### config.mk
export PLATFORM = sky130hd
export DESIGN_NAME = url_query_pair_decoder
export DESIGN_NICKNAME = d
export VERILOG_FILES = /design/src/hdl/uqpd_pkg.sv /design/src/hdl/uqpd_front.sv /design/src/hdl/uqpd_queue.sv /design/src/hdl/uqpd_back.sv /design/src/hdl/url_query_pair_decoder.sv
export SDC_FILE = /design/constraint.sdc
export NUM_CORES = 1
export LEC_CHECK = 0
export BUFFER_PORTS_ARGS = -buffer_cell sky130_fd_sc_hd__buf_2
export CAP_MARGIN = 20
export CORE_ASPECT_RATIO = 2
export CORE_MARGIN = 1.5
export CORE_UTILIZATION = 60
export DETAILED_ROUTE_END_ITERATION = 12
export PLACE_DENSITY = 0.79
export RECOVER_POWER = 25
export SLEW_MARGIN = 20
export SYNTH_ARGS = -nofsm -noshare
export SYNTH_HDL_FRONTEND = slang
export SYNTH_SLANG_ARGS = --single-unit
### constraint.sdc
create_clock -name clock -period 4.7 [get_ports clock]
set_input_delay 0 -clock clock [delete_from_list [all_inputs] [get_ports clock]]
set_output_delay 0 -clock clock [all_outputs]
set_load 0.01 [all_outputs]
### src/hdl/uqpd_pkg.sv
// shared types, codes and helpers for the url query pair decoder
package uqpd_pkg;

   localparam int unsigned BYTE_W        = 8;
   localparam int unsigned COUNT_W       = 10;
   localparam int unsigned CSR_INDEX_W   = 1;
   localparam int unsigned QUEUE_DEPTH   = 4;

   localparam logic [COUNT_W-1:0] NAME_LIMIT_RESET  = 10'd63;
   localparam logic [COUNT_W-1:0] VALUE_LIMIT_RESET = 10'd1023;

   localparam logic [CSR_INDEX_W-1:0] CSR_NAME_LIMIT  = 1'b0;
   localparam logic [CSR_INDEX_W-1:0] CSR_VALUE_LIMIT = 1'b1;

   localparam logic [BYTE_W-1:0] CHAR_AMP     = 8'h26;
   localparam logic [BYTE_W-1:0] CHAR_EQUALS  = 8'h3d;
   localparam logic [BYTE_W-1:0] CHAR_PLUS    = 8'h2b;
   localparam logic [BYTE_W-1:0] CHAR_PERCENT = 8'h25;
   localparam logic [BYTE_W-1:0] CHAR_SPACE   = 8'h20;

   typedef enum logic [2:0] {
      KIND_NAME_BYTE  = 3'd0,
      KIND_NAME_END   = 3'd1,
      KIND_VALUE_BYTE = 3'd2,
      KIND_PAIR_END   = 3'd3,
      KIND_ERROR      = 3'd4
   } kind_type;

   typedef enum logic [1:0] {
      ERR_MALFORMED = 2'd0,
      ERR_TRUNCATED = 2'd1,
      ERR_BAD_HEX   = 2'd2,
      ERR_TOO_LONG  = 2'd3
   } err_type;

   typedef enum logic [1:0] {
      ESC_NONE  = 2'd0,
      ESC_FIRST = 2'd1,
      ESC_SECOND = 2'd2,
      ESC_UNUSED = 2'd3
   } esc_type;

   typedef struct packed {
      kind_type            kind;
      logic [BYTE_W-1:0]   data;
      err_type             code;
   } result_type;

   // one accepted byte's worth of results: one or two
   typedef struct packed {
      result_type first;
      result_type second;
      logic       two;
   } entry_type;

   typedef struct packed {
      logic empty;
      logic full;
   } queue_status_type;

   // bit 4 set when not a hex digit, else the digit value in the low bits
   function automatic logic [4:0] hex_value(input logic [BYTE_W-1:0] b);
      logic [BYTE_W-1:0] l;
      logic [4:0]        r;
      l = b | CHAR_SPACE;
      if (b >= 8'h30 && b <= 8'h39) begin
         r = {1'b0, b[3:0]};
      end else if (l >= 8'h61 && l <= 8'h66) begin
         r = {1'b0, 4'(l[3:0] + 4'd9)};
      end else begin
         r = 5'h10;
      end
      return r;
   endfunction

endpackage

### src/hdl/uqpd_front.sv
// front end: takes raw bytes, tracks pair and escape state, forms result entries
module uqpd_front
   import uqpd_pkg::*;
(
   input  logic                   clock,
   input  logic                   reset,
   input  logic                   req_valid,
   input  logic                   req_stall,
   input  logic [BYTE_W-1:0]      req_in_byte,
   input  logic                   req_end_of_query,
   input  logic                   csr_valid,
   input  logic                   csr_ready,
   input  logic [CSR_INDEX_W-1:0] csr_index,
   input  logic [COUNT_W-1:0]     csr_data,
   output logic                   push,
   output entry_type              push_entry
);

   logic [COUNT_W-1:0] name_limit_ff, name_limit_in;
   logic [COUNT_W-1:0] value_limit_ff, value_limit_in;
   logic               in_value_ff, in_value_in;
   esc_type            esc_ff, esc_in;
   logic [3:0]         high_nibble_ff, high_nibble_in;
   logic               high_bad_ff, high_bad_in;
   logic [COUNT_W-1:0] count_ff, count_in;
   logic               value_seen_ff, value_seen_in;
   logic               skipping_ff, skipping_in;

   logic               accept;
   logic               is_amp;
   logic               main_v;
   result_type         main_r;
   logic               tail_v;
   result_type         tail_r;
   logic               err_v;
   err_type            err_c;
   logic               put;
   logic [BYTE_W-1:0]  put_byte;
   logic [COUNT_W-1:0] limit;
   logic [4:0]         hex;
   logic               do_close;
   logic               closed_ok;

   assign accept = req_valid && !req_stall;
   assign is_amp = (req_in_byte == CHAR_AMP);
   assign hex    = hex_value(req_in_byte);
   assign limit  = in_value_ff ? value_limit_ff : name_limit_ff;

   always_comb begin
      name_limit_in  = name_limit_ff;
      value_limit_in = value_limit_ff;
      if (csr_valid && csr_ready) begin
         case (csr_index)
            CSR_NAME_LIMIT:  name_limit_in  = csr_data;
            CSR_VALUE_LIMIT: value_limit_in = csr_data;
            default: ;
         endcase
      end
   end

   always_comb begin
      in_value_in    = in_value_ff;
      esc_in         = esc_ff;
      high_nibble_in = high_nibble_ff;
      high_bad_in    = high_bad_ff;
      count_in       = count_ff;
      value_seen_in  = value_seen_ff;
      skipping_in    = skipping_ff;
      main_v         = 1'b0;
      main_r         = '{KIND_NAME_BYTE, '0, ERR_MALFORMED};
      tail_v         = 1'b0;
      tail_r         = '{KIND_PAIR_END, '0, ERR_MALFORMED};
      err_v          = 1'b0;
      err_c          = ERR_MALFORMED;
      put            = 1'b0;
      put_byte       = req_in_byte;
      do_close       = 1'b0;
      closed_ok      = 1'b0;

      if (skipping_ff) begin
         if (req_end_of_query) begin
            in_value_in    = 1'b0;
            esc_in         = ESC_NONE;
            high_nibble_in = '0;
            high_bad_in    = 1'b0;
            count_in       = '0;
            value_seen_in  = 1'b0;
            skipping_in    = 1'b0;
         end
      end else begin
         if (is_amp) begin
            do_close = 1'b1;
         end else begin
            if (in_value_ff) begin
               value_seen_in = 1'b1;
            end
            if (esc_ff == ESC_FIRST) begin
               high_bad_in    = hex[4];
               high_nibble_in = hex[3:0];
               esc_in         = ESC_SECOND;
            end else if (esc_ff == ESC_SECOND) begin
               esc_in         = ESC_NONE;
               high_nibble_in = '0;
               high_bad_in    = 1'b0;
               if (high_bad_ff || hex[4]) begin
                  err_v = 1'b1;
                  err_c = ERR_BAD_HEX;
               end else begin
                  put      = 1'b1;
                  put_byte = {high_nibble_ff, hex[3:0]};
               end
            end else if (req_in_byte == CHAR_PERCENT) begin
               esc_in = ESC_FIRST;
            end else if (req_in_byte == CHAR_EQUALS && !in_value_ff) begin
               main_v      = 1'b1;
               main_r      = '{KIND_NAME_END, '0, ERR_MALFORMED};
               in_value_in = 1'b1;
               count_in    = '0;
            end else begin
               put      = 1'b1;
               put_byte = (req_in_byte == CHAR_PLUS) ? CHAR_SPACE : req_in_byte;
            end

            if (put) begin
               if (count_ff >= limit) begin
                  err_v = 1'b1;
                  err_c = ERR_TOO_LONG;
               end else begin
                  count_in = count_ff + 10'd1;
                  main_v   = 1'b1;
                  main_r   = '{(in_value_ff ? KIND_VALUE_BYTE : KIND_NAME_BYTE),
                               put_byte, ERR_MALFORMED};
               end
            end
            do_close = !err_v && req_end_of_query;
         end

         if (do_close) begin
            if (esc_in == ESC_FIRST || esc_in == ESC_SECOND) begin
               err_v = 1'b1;
               err_c = ERR_TRUNCATED;
            end else if (!in_value_in || !value_seen_in) begin
               err_v = 1'b1;
               err_c = ERR_MALFORMED;
            end else begin
               tail_v    = 1'b1;
               tail_r    = '{KIND_PAIR_END, '0, ERR_MALFORMED};
               closed_ok = 1'b1;
            end
         end

         if (err_v) begin
            tail_v      = 1'b1;
            tail_r      = '{KIND_ERROR, '0, err_c};
            skipping_in = !req_end_of_query;
         end
         if (err_v || closed_ok || req_end_of_query) begin
            in_value_in    = 1'b0;
            esc_in         = ESC_NONE;
            high_nibble_in = '0;
            high_bad_in    = 1'b0;
            count_in       = '0;
            value_seen_in  = 1'b0;
         end
      end
   end

   always_comb begin
      push = accept && (main_v || tail_v);
      if (main_v) begin
         push_entry = '{main_r, tail_r, tail_v};
      end else begin
         push_entry = '{tail_r, tail_r, 1'b0};
      end
   end

   always_ff @(posedge clock) begin
      if (reset) begin
         name_limit_ff  <= NAME_LIMIT_RESET;
         value_limit_ff <= VALUE_LIMIT_RESET;
         in_value_ff    <= 1'b0;
         esc_ff         <= ESC_NONE;
         high_nibble_ff <= '0;
         high_bad_ff    <= 1'b0;
         count_ff       <= '0;
         value_seen_ff  <= 1'b0;
         skipping_ff    <= 1'b0;
      end else begin
         name_limit_ff  <= name_limit_in;
         value_limit_ff <= value_limit_in;
         if (accept) begin
            in_value_ff    <= in_value_in;
            esc_ff         <= esc_in;
            high_nibble_ff <= high_nibble_in;
            high_bad_ff    <= high_bad_in;
            count_ff       <= count_in;
            value_seen_ff  <= value_seen_in;
            skipping_ff    <= skipping_in;
         end
      end
   end

endmodule

### src/hdl/uqpd_queue.sv
// short register queue of result entries between front and back
module uqpd_queue
   import uqpd_pkg::*;
#(
   parameter int unsigned DEPTH = QUEUE_DEPTH
) (
   input  logic             clock,
   input  logic             reset,
   input  logic             push,
   input  entry_type        push_entry,
   input  logic             pop,
   output entry_type        head,
   output queue_status_type status
);

   localparam int unsigned PTR_W = (DEPTH > 1) ? $clog2(DEPTH) : 1;
   localparam int unsigned CNT_W = $clog2(DEPTH + 1);

   entry_type          store_ff [DEPTH];
   logic [PTR_W-1:0]   wr_ptr_ff, wr_ptr_in;
   logic [PTR_W-1:0]   rd_ptr_ff, rd_ptr_in;
   logic [CNT_W-1:0]   count_ff, count_in;
   logic               do_push;
   logic               do_pop;

   assign status  = '{empty: (count_ff == '0), full: (count_ff == CNT_W'(DEPTH))};
   assign head    = store_ff[rd_ptr_ff];
   assign do_push = push && !status.full;
   assign do_pop  = pop && !status.empty;

   always_comb begin
      wr_ptr_in = wr_ptr_ff;
      rd_ptr_in = rd_ptr_ff;
      count_in  = count_ff;
      if (do_push) begin
         wr_ptr_in = (wr_ptr_ff == PTR_W'(DEPTH - 1)) ? '0 : wr_ptr_ff + PTR_W'(1);
      end
      if (do_pop) begin
         rd_ptr_in = (rd_ptr_ff == PTR_W'(DEPTH - 1)) ? '0 : rd_ptr_ff + PTR_W'(1);
      end
      case ({do_push, do_pop})
         2'b10:   count_in = count_ff + CNT_W'(1);
         2'b01:   count_in = count_ff - CNT_W'(1);
         default: count_in = count_ff;
      endcase
   end

   always_ff @(posedge clock) begin
      if (do_push) begin
         store_ff[wr_ptr_ff] <= push_entry;
      end
   end

   always_ff @(posedge clock) begin
      if (reset) begin
         wr_ptr_ff <= '0;
         rd_ptr_ff <= '0;
         count_ff  <= '0;
      end else begin
         wr_ptr_ff <= wr_ptr_in;
         rd_ptr_ff <= rd_ptr_in;
         count_ff  <= count_in;
      end
   end

endmodule

### src/hdl/uqpd_back.sv
// back end: walks each queued entry out as one or two result transactions
module uqpd_back
   import uqpd_pkg::*;
(
   input  logic              clock,
   input  logic              reset,
   input  entry_type         head,
   input  queue_status_type  status,
   output logic              pop,
   output logic              rsp_valid,
   input  logic              rsp_stall,
   output logic [2:0]        rsp_kind,
   output logic [BYTE_W-1:0] rsp_data,
   output logic [1:0]        rsp_error_code,
   output logic              rsp_last
);

   logic       second_ff, second_in;
   logic       accept;
   result_type cur;

   assign cur            = second_ff ? head.second : head.first;
   assign rsp_valid      = !status.empty;
   assign rsp_kind       = cur.kind;
   assign rsp_data       = cur.data;
   assign rsp_error_code = cur.code;
   assign rsp_last       = second_ff || !head.two;
   assign accept         = rsp_valid && !rsp_stall;
   assign pop            = accept && rsp_last;

   always_comb begin
      second_in = second_ff;
      if (pop) begin
         second_in = 1'b0;
      end else if (accept) begin
         second_in = 1'b1;
      end
   end

   always_ff @(posedge clock) begin
      if (reset) begin
         second_ff <= 1'b0;
      end else begin
         second_ff <= second_in;
      end
   end

endmodule

### src/hdl/url_query_pair_decoder.sv
// top level of the url query pair decoder
// results are registered into the four-entry queue, which absorbs bursts
// throughput: one byte per cycle while the queue is not full; results leave at one
// per cycle while rsp_stall is low; a byte with two results gives two transactions
// reset: synchronous, clears pair state and queue, limits return to 63 and 1023
module url_query_pair_decoder
   import uqpd_pkg::*;
#(
   parameter int unsigned QUEUE_ENTRIES = QUEUE_DEPTH
) (
   input  logic                   clock,
   input  logic                   reset,
   input  logic                   req_valid,
   output logic                   req_stall,
   input  logic [BYTE_W-1:0]      req_in_byte,
   input  logic                   req_end_of_query,
   output logic                   rsp_valid,
   input  logic                   rsp_stall,
   output logic [2:0]             rsp_kind,
   output logic [BYTE_W-1:0]      rsp_data,
   output logic [1:0]             rsp_error_code,
   output logic                   rsp_last,
   input  logic                   csr_valid,
   output logic                   csr_ready,
   input  logic [CSR_INDEX_W-1:0] csr_index,
   input  logic [COUNT_W-1:0]     csr_data
);

   logic             push;
   entry_type        push_entry;
   logic             pop;
   entry_type        head;
   queue_status_type q_status;

   assign csr_ready = 1'b1;
   assign req_stall = q_status.full;

   uqpd_front u_front (
      .clock            (clock),
      .reset            (reset),
      .req_valid        (req_valid),
      .req_stall        (req_stall),
      .req_in_byte      (req_in_byte),
      .req_end_of_query (req_end_of_query),
      .csr_valid        (csr_valid),
      .csr_ready        (csr_ready),
      .csr_index        (csr_index),
      .csr_data         (csr_data),
      .push             (push),
      .push_entry       (push_entry)
   );

   uqpd_queue #(
      .DEPTH (QUEUE_ENTRIES)
   ) u_queue (
      .clock      (clock),
      .reset      (reset),
      .push       (push),
      .push_entry (push_entry),
      .pop        (pop),
      .head       (head),
      .status     (q_status)
   );

   uqpd_back u_back (
      .clock          (clock),
      .reset          (reset),
      .head           (head),
      .status         (q_status),
      .pop            (pop),
      .rsp_valid      (rsp_valid),
      .rsp_stall      (rsp_stall),
      .rsp_kind       (rsp_kind),
      .rsp_data       (rsp_data),
      .rsp_error_code (rsp_error_code),
      .rsp_last       (rsp_last)
   );

   a_error_last: assert property (@(posedge clock) disable iff (reset)
      rsp_valid && rsp_kind == KIND_ERROR |-> rsp_last)
      else $error("error transaction not marked last");

   a_pair_end_last: assert property (@(posedge clock) disable iff (reset)
      rsp_valid && rsp_kind == KIND_PAIR_END |-> rsp_last)
      else $error("pair end transaction not marked last");

   a_data_zero: assert property (@(posedge clock) disable iff (reset)
      rsp_valid && rsp_kind != KIND_NAME_BYTE && rsp_kind != KIND_VALUE_BYTE
      |-> rsp_data == '0)
      else $error("data set on a marker transaction");

   a_code_zero: assert property (@(posedge clock) disable iff (reset)
      rsp_valid && rsp_kind != KIND_ERROR |-> rsp_error_code == '0)
      else $error("error code set on a non-error transaction");

   a_queue_push: assert property (@(posedge clock) disable iff (reset)
      push && !req_stall |=> rsp_valid)
      else $error("queued entry not offered");

endmodule

### Word level (Yosys, flattened, before mapping)

Memory sizes are Yosys's and may differ from the RTL's. A register that Yosys moved wholly into a read port is not among the register bits.
Index checks and enable logic that the tools add are counted.

| storage, ports and cells | value |
|---|---|
| register bits after elaboration | 48 |
| latch bits | 0 |
| bits in writable memories | 108 |
| ROM bits | 0 |
| bits of input ports | 25 |
| word-level logic and storage cells | 195 |
| memories | 1 |

Memory list:

| memory | words | width | read ports | clocked after Yosys merged registers in | write ports | RTL line | source |
|---|---|---|---|---|---|---|---|
| u_queue.store_ff | 4 | 27 | 1 | 1 | 1 | uqpd_queue.sv:19 | `entry_type store_ff [DEPTH];` |

| operators by class | value |
|---|---|
| add/subtract/negate cells | 6 |
| $mul | 0 |
| div/mod/pow operators | 0 |
| magnitude comparators | 5 |
| equality and inequality tests | 15 |
| shift-type cells | 0 |
| muxes and demuxes | 119 |
| bitwise operators | 1 |
| reductions and logical operators | 35 |

Operators by type and width:

| operator | count |
|---|---|
| $mux 13 | 10 |
| $mux 10 | 11 |
| $mux 1 | 59 |
| $mux 8 | 6 |
| $mux 2 | 22 |
| $eq 8x6->1 const B | 4 |
| $mux 27 | 1 |
| $mux 4 | 6 |
| $mux 11 | 1 |
| $add 10x1->10 const B | 1 |
| $eq 2x2->1 const B | 5 |
| $ge 10x10->1 | 1 |
| $logic_and 1x1->1 | 10 |
| $mux 5 | 2 |
| $logic_not 1->1 | 9 |
| $ge 8x6->1 const B | 1 |
| $ge 8x7->1 const B | 1 |
| $le 8x6->1 const B | 1 |
| $le 8x7->1 const B | 1 |
| $logic_or 1x1->1 | 7 |
| $eq 2x1->1 const B | 3 |
| $pmux 3 s2 | 1 |
| $reduce_and 2->1 | 3 |
| $add 2x1->2 const B | 2 |
| other kinds (13) | 13 |

### Depth between registers and ports, before layout

| logic depth | value |
|---|---|
| depth in word-level cells | 26 |
| mapped depth | 14 |
| depth with buffers taken out | 13 |

### Cells and area by module

From an unflattened synthesis, not the netlist that was laid out.

| unflattened totals | value |
|---|---|
| cells, all modules | 592 |
| area, all modules | 7454.6 um^2 |

By module, submodules not included:

| module | instances | cells each | area an instance (um^2) |
|---|---|---|---|
| uqpd_queue | 1 | 195 | 4393.0 |
| uqpd_front | 1 | 373 | 2830.2 |
| uqpd_back | 1 | 22 | 220.2 |
| url_query_pair_decoder | 1 | 2 | 11.3 |

### Worst setup path after synthesis

OpenSTA, ideal clock, no wires.

| timing | value |
|---|---|
| path type | register to register |
| start point | register u_front.in_value_ff |
| end point | memory u_queue.store_ff[0][14] in the netlist's numbering, data pin |
| data arrival time | 3062 ps |
| data required time | 4413 ps |
| setup slack | 1351 ps |
| cell stages (with the launch flop) | 11 |
| path through | dfxtp_1 -> buf_2 -> buf_1 -> mux2i_1 -> ha_1 -> a2111oi_0 -> nand4_1 -> a221oi_2 -> o21ai_1 -> a2bb2oi_1 -> a21oi_1 |

RTL lines:

| item | RTL line | source |
|---|---|---|
| from (decl) | uqpd_front.sv:21 | `logic in_value_ff, in_value_in;` |
| from (signal assigned) | uqpd_front.sv:192 | `in_value_ff <= in_value_in;` |
| to (decl) | uqpd_queue.sv:19 |  |

### Worst setup path after layout

| timing | value |
|---|---|
| start point | register u_front.esc_ff[0] |
| end point | memory u_queue.store_ff[3][14] in the netlist's numbering (enable) |

| on the way | value |
|---|---|
| cells in the longest elaborated chain, start to end | 21 |
| elaborated cells between the ends (all ways) | 51 |

Ends and longest elaborated chain:

| item | RTL line | source |
|---|---|---|
| from (decl) | uqpd_front.sv:22 | `esc_type esc_ff, esc_in;` |
| from (signal assigned) | uqpd_front.sv:193 | `esc_ff <= esc_in;` |
| $eq 2x2->1 | uqpd_front.sv:101 | `end else if (esc_ff == ESC_SECOND) begin` |
| $mux 1 | uqpd_front.sv:101 |  |
| $mux 1 | uqpd_front.sv:97 | `if (esc_ff == ESC_FIRST) begin` |
| $mux 1 | uqpd_front.sv:91 | `if (is_amp) begin` |
| $mux 1 | uqpd_front.sv:80 | `if (skipping_ff) begin` |
| $mux 1 | uqpd_front.sv:124 | `if (put) begin` |
| $mux 1 | uqpd_front.sv:91 |  |
| $mux 1 | uqpd_front.sv:80 |  |
| [5 not listed] | - |  |
| $mux 1 | uqpd_front.sv:80 |  |
| $mux 1 | uqpd_front.sv:152 | `if (err_v) begin` |
| $mux 1 | uqpd_front.sv:80 |  |
| $logic_or 1x1->1 * | uqpd_front.sv:169 | `push = accept && (main_v \|\| tail_v);` |
| $logic_and 1x1->1 * | uqpd_front.sv:169 |  |
| $logic_and 1x1->1 * | uqpd_queue.sv:28 | `assign do_push = push && !status.full;` |
| $mux 1 * | uqpd_queue.sv:49 | `if (do_push) begin` |
| $mux 1 (not written as such) * | uqpd_queue.sv:50 | `store_ff[wr_ptr_ff] <= push_entry;` |

Every way passes the cells marked *; elsewhere a longest branch is shown, timed or not. The select of a mux whose other input is x is not followed.

==> key figures <==
Run status
  – Status: finished clean

Power and ir drop
  – Switching Share: about 27%
  – Comb power frac: about 16%
  – Pint: 0.00226 W
  – Power per cell area: 437 mW/mm^2
  – Sequential power share: roughly 40%
  – VDD IR max: 0.000383 V
  – Clock group share of total power: between 40% and 50%
  – Switching pwr: 0.000831 W
  – Pleak: roughly 2.7 nW

Detailed routing
  – Via Count: approximately 4400
  – Iter 0 DRT Violations: around 190
  – First drt pass iteration count: 5
  – Per-cell routed wire length: 18.9 microns
  – Final WL: between 10 and 15 mm
  – Via/cell ratio: between 6 and 7
  – DRC Markers: 0
  – Antenna viol nets, final: 0

Clock tree
  – CTS root buffer: clkbuf_16
  – CTS buffer count: 17
  – Clk_lat worst skew: 410 ps
  – Clock transition at the registers of the reported paths: 60 ps
  – Clock Sinks: 122
  – H-tree depth: 4
  – TritonCTS clock tree: yes
  – Postcts setup bufs: 0
  – Max Root-Sink Buffers: 2

Place
  – Post-Place Setup Slack: 1010 ps
  – Port Buffer Count: 40
  – GPL Wtd Cong: 0.971
  – Post-DP HPWL: 9.67 mm
  – Cell count after placement: just under 700

Synthesis
  – Cell Area, Synth: 0.00605 sq mm
  – Synth Instances: 526
  – Ys async rst share: 0%
  – Mean Syn Cell Area: 11.5 sq um
  – Yosys top cell area share: between 30% and 40%
  – Sequential-to-total area share from yosys stat: 52.3%
  – Number of flops mapped to enable cells by yosys: 72
  – Synth unique cells: 67
  – Ys flop type: edfxtp_1
  – Post-Syn Nets: 573
  – Synth area leader: edfxtp_1
  – YS warnings: 0
  – Synth area leaders: edfxtp_1 36%, dfxtp_1 17%, mux4_2 6.7%
  – Seq cells post-synth: between 100 and 150

Final layout
  – Nets: approximately 630
  – # diodes: 0
  – Syn-to-layout area delta: 17.2%
  – Fillers: 679
  – Commonest cells after routing, fill and taps aside: 72 x edfxtp_1, 50 x dfxtp_1, 47 x nand2_1
  – Layout cell share with drive strength beyond 1: 15.6%
  – Non-filler instance count after layout: roughly 730
  – Leading cell type in the layout, fill and taps excluded: edfxtp_1

STA
  – Worst-Margin Slew: between 1000 and 1500 ps
  – Hold Slack: 81.9 ps
  – Total Neg Setup Slack: 0 ps
  – RSZ-0062 raised after global routing: no
  – Hold Fails Final Rpt: 0
  – Layout Skew: 9.72 ps
  – Tmin final: approximately 4200 ps
  – Tcrit/Tclk final: 89.3%
  – Setup WS post-layout: slightly above 500 ps
  – Max-slew violations: 0
  – Peak Freq: between 0.2 and 0.25 GHz
  – Slew Limit Headroom: 17.4%
  – # setup viols final: 0

GRT
  – Largest net degree at the start of global routing: 29
  – Vias in the first global route: 4569
  – Grt ovf: 0
  – Global-route usage over all layers: 27.5%
  – First-pass GRT wire length: 22.0 mm
  – Initial antenna violation count: 0

Die
  – Row count: 51
  – Die Span Y: 145 microns
  – I/O Pins: 42
  – Die width: between 70 and 80 microns
  – Core area: 0.00976 sq mm
  – Initial Util: approximately 62%
  – Area of the die: 0.0107 sq mm

Worst setup path
  – Worst Setup End Kind: flop
  – Crit path max fanout: 18
  – Startpoint class of the critical path: flop
  – Crit path kind: reg2reg
  – Arrival @ worst endpoint: 4220 ps
  – Critical path data required time: between 4000 and 5000 ps

Min path
  – Worst Hold Class: in2reg

Job
  – Max cap viols: 0
## power by group through the flow
stage	logic, W	registers [W]	clock network [W]
6_report	0.000501	0.00127	0.00133
5_1_grt	0.000562	0.00128	0.00138
4_1_cts	0.000516	0.00127	0.00133
2_1_floorplan	0.000372	0.00126	0
3_3_place_gp	0.000479	0.00128	0
3_5_place_dp	0.000500	0.00129	0
## cell usage after synthesis (2+ instances only)
cell / number
a31o_2: 5
a22oi_1: 7
edfxtp_1: 72
buf_6: 3
nand4_1: 5
inv_1: 23
xor2_1: 4
clkbuf_1: 14
mux2i_1: 32
o21a_1: 6
o32ai_1: 3
a32oi_1: 3
nor3b_1: 2
a2111oi_0: 2
or3_1: 4
buf_1: 5
nor2b_1: 16
o22ai_1: 2
a21oi_1: 15
or2_2: 3
ha_1: 21
o21ai_1: 2
dfxtp_1: 50
nand2_1: 47
o41ai_1: 2
nor2_1: 38
mux4_2: 18
a211o_1: 2
o21ai_0: 23
o2111ai_1: 2
mux2_2: 4
and3b_1: 2
and3_1: 9
a31oi_1: 3
and2_1: 5
nor3_1: 5
nand2b_1: 3
o211ai_1: 3
a211oi_1: 2
buf_2: 5
a21boi_0: 2
nor4b_1: 2
nand3_1: 26
## cell families (layout without fill, tap and decap cells)
kind of cell	after synthesis	in the layout	share of synthesized area, %
mux	54	54	12.7
fa+ha+maj	22	22	4.68
other cells	1	1	0.0620
simple gates	176	176	15.1
flops	122	122	52.3
compound gates	94	94	10.7
xor+xnor	5	5	0.724
buf+inv	52	123	3.77
## flip-flops by register name, summed over array words and instances (netlist names), named ones only
signal,cells
u_queue.store_ff,72
u_front.count_ff,10
u_front.name_limit_ff,10
u_front.value_limit_ff,10
u_front.high_nibble_ff,4
u_queue.count_ff,3
u_front.esc_ff,2
u_queue.rd_ptr_ff,2
u_queue.wr_ptr_ff,2
u_back.second_ff,1
u_front.high_bad_ff,1
u_front.in_value_ff,1
u_front.skipping_ff,1
u_front.value_seen_ff,1
## critical path, stage by stage, from the launching register on
cell,delay (ps)
dfxtp_1,600
xor2_1,180
or4_1,660
nor2_1,620
nor3_1,160
a2111o_1,570
nor2_1,120
clkbuf_1,880
## metal layers
layer	part of all wire, %	global-route usage [%]	routed length (microns)
met1	35	26.4	4880
met2	58	50.6	7990
met3	2.5	5.42	348
met4	4.3	15.8	595
met5	0	0	0
## area by class of cell
type	count	area, sq um	area share, %
Tap cell	132	165	2.33
Inverter	24	90.1	1.27
Clock buffer	19	454	6.41
Sequential cell	122	3160	44.6
Timing Repair Buffer	67	427	6.02
Multi-Input combinational cell	352	2630	37.1
Clock inverter	13	156	2.21
## path summary, 6_finish.rpt
kind	startpoint	cells past startpoint	to	slack, ps
worst max-delay path	u_front.esc_ff[0]$_SDFFE_PP0P_	7	u_queue.store_ff[3][14]$_DFFE_PP_	500
worst min-delay path	req_valid	5	u_front.skipping_ff$_SDFFE_PP0P_	80
worst max register to register	u_front.esc_ff[0]$_SDFFE_PP0P_	7	u_queue.store_ff[3][14]$_DFFE_PP_	500
worst min register to register	u_front.value_limit_ff[6]$_SDFFE_PP1P_	2	u_front.value_limit_ff[6]$_SDFFE_PP1P_	470
## through the flow
step,cell area [sq um],utilization (%),total power (W)
finish,7090,72.6,0.00310
global route,7090,72.6,0.00322
CTS,7140,73.1,0.00312
detailed placement,6330,64.8,0.00179
global placement,6330,64.8,0.00176
floorplan,6050,-,0.00163
## what timing repair did
item,4_1_cts,5_1_grt
endpoints found under the hold margin,27,0
endpoints found under the setup margin,0,0
hold buffers,20,0
gates resized for setup,0,0
Power figures use the tool's default switching activity.
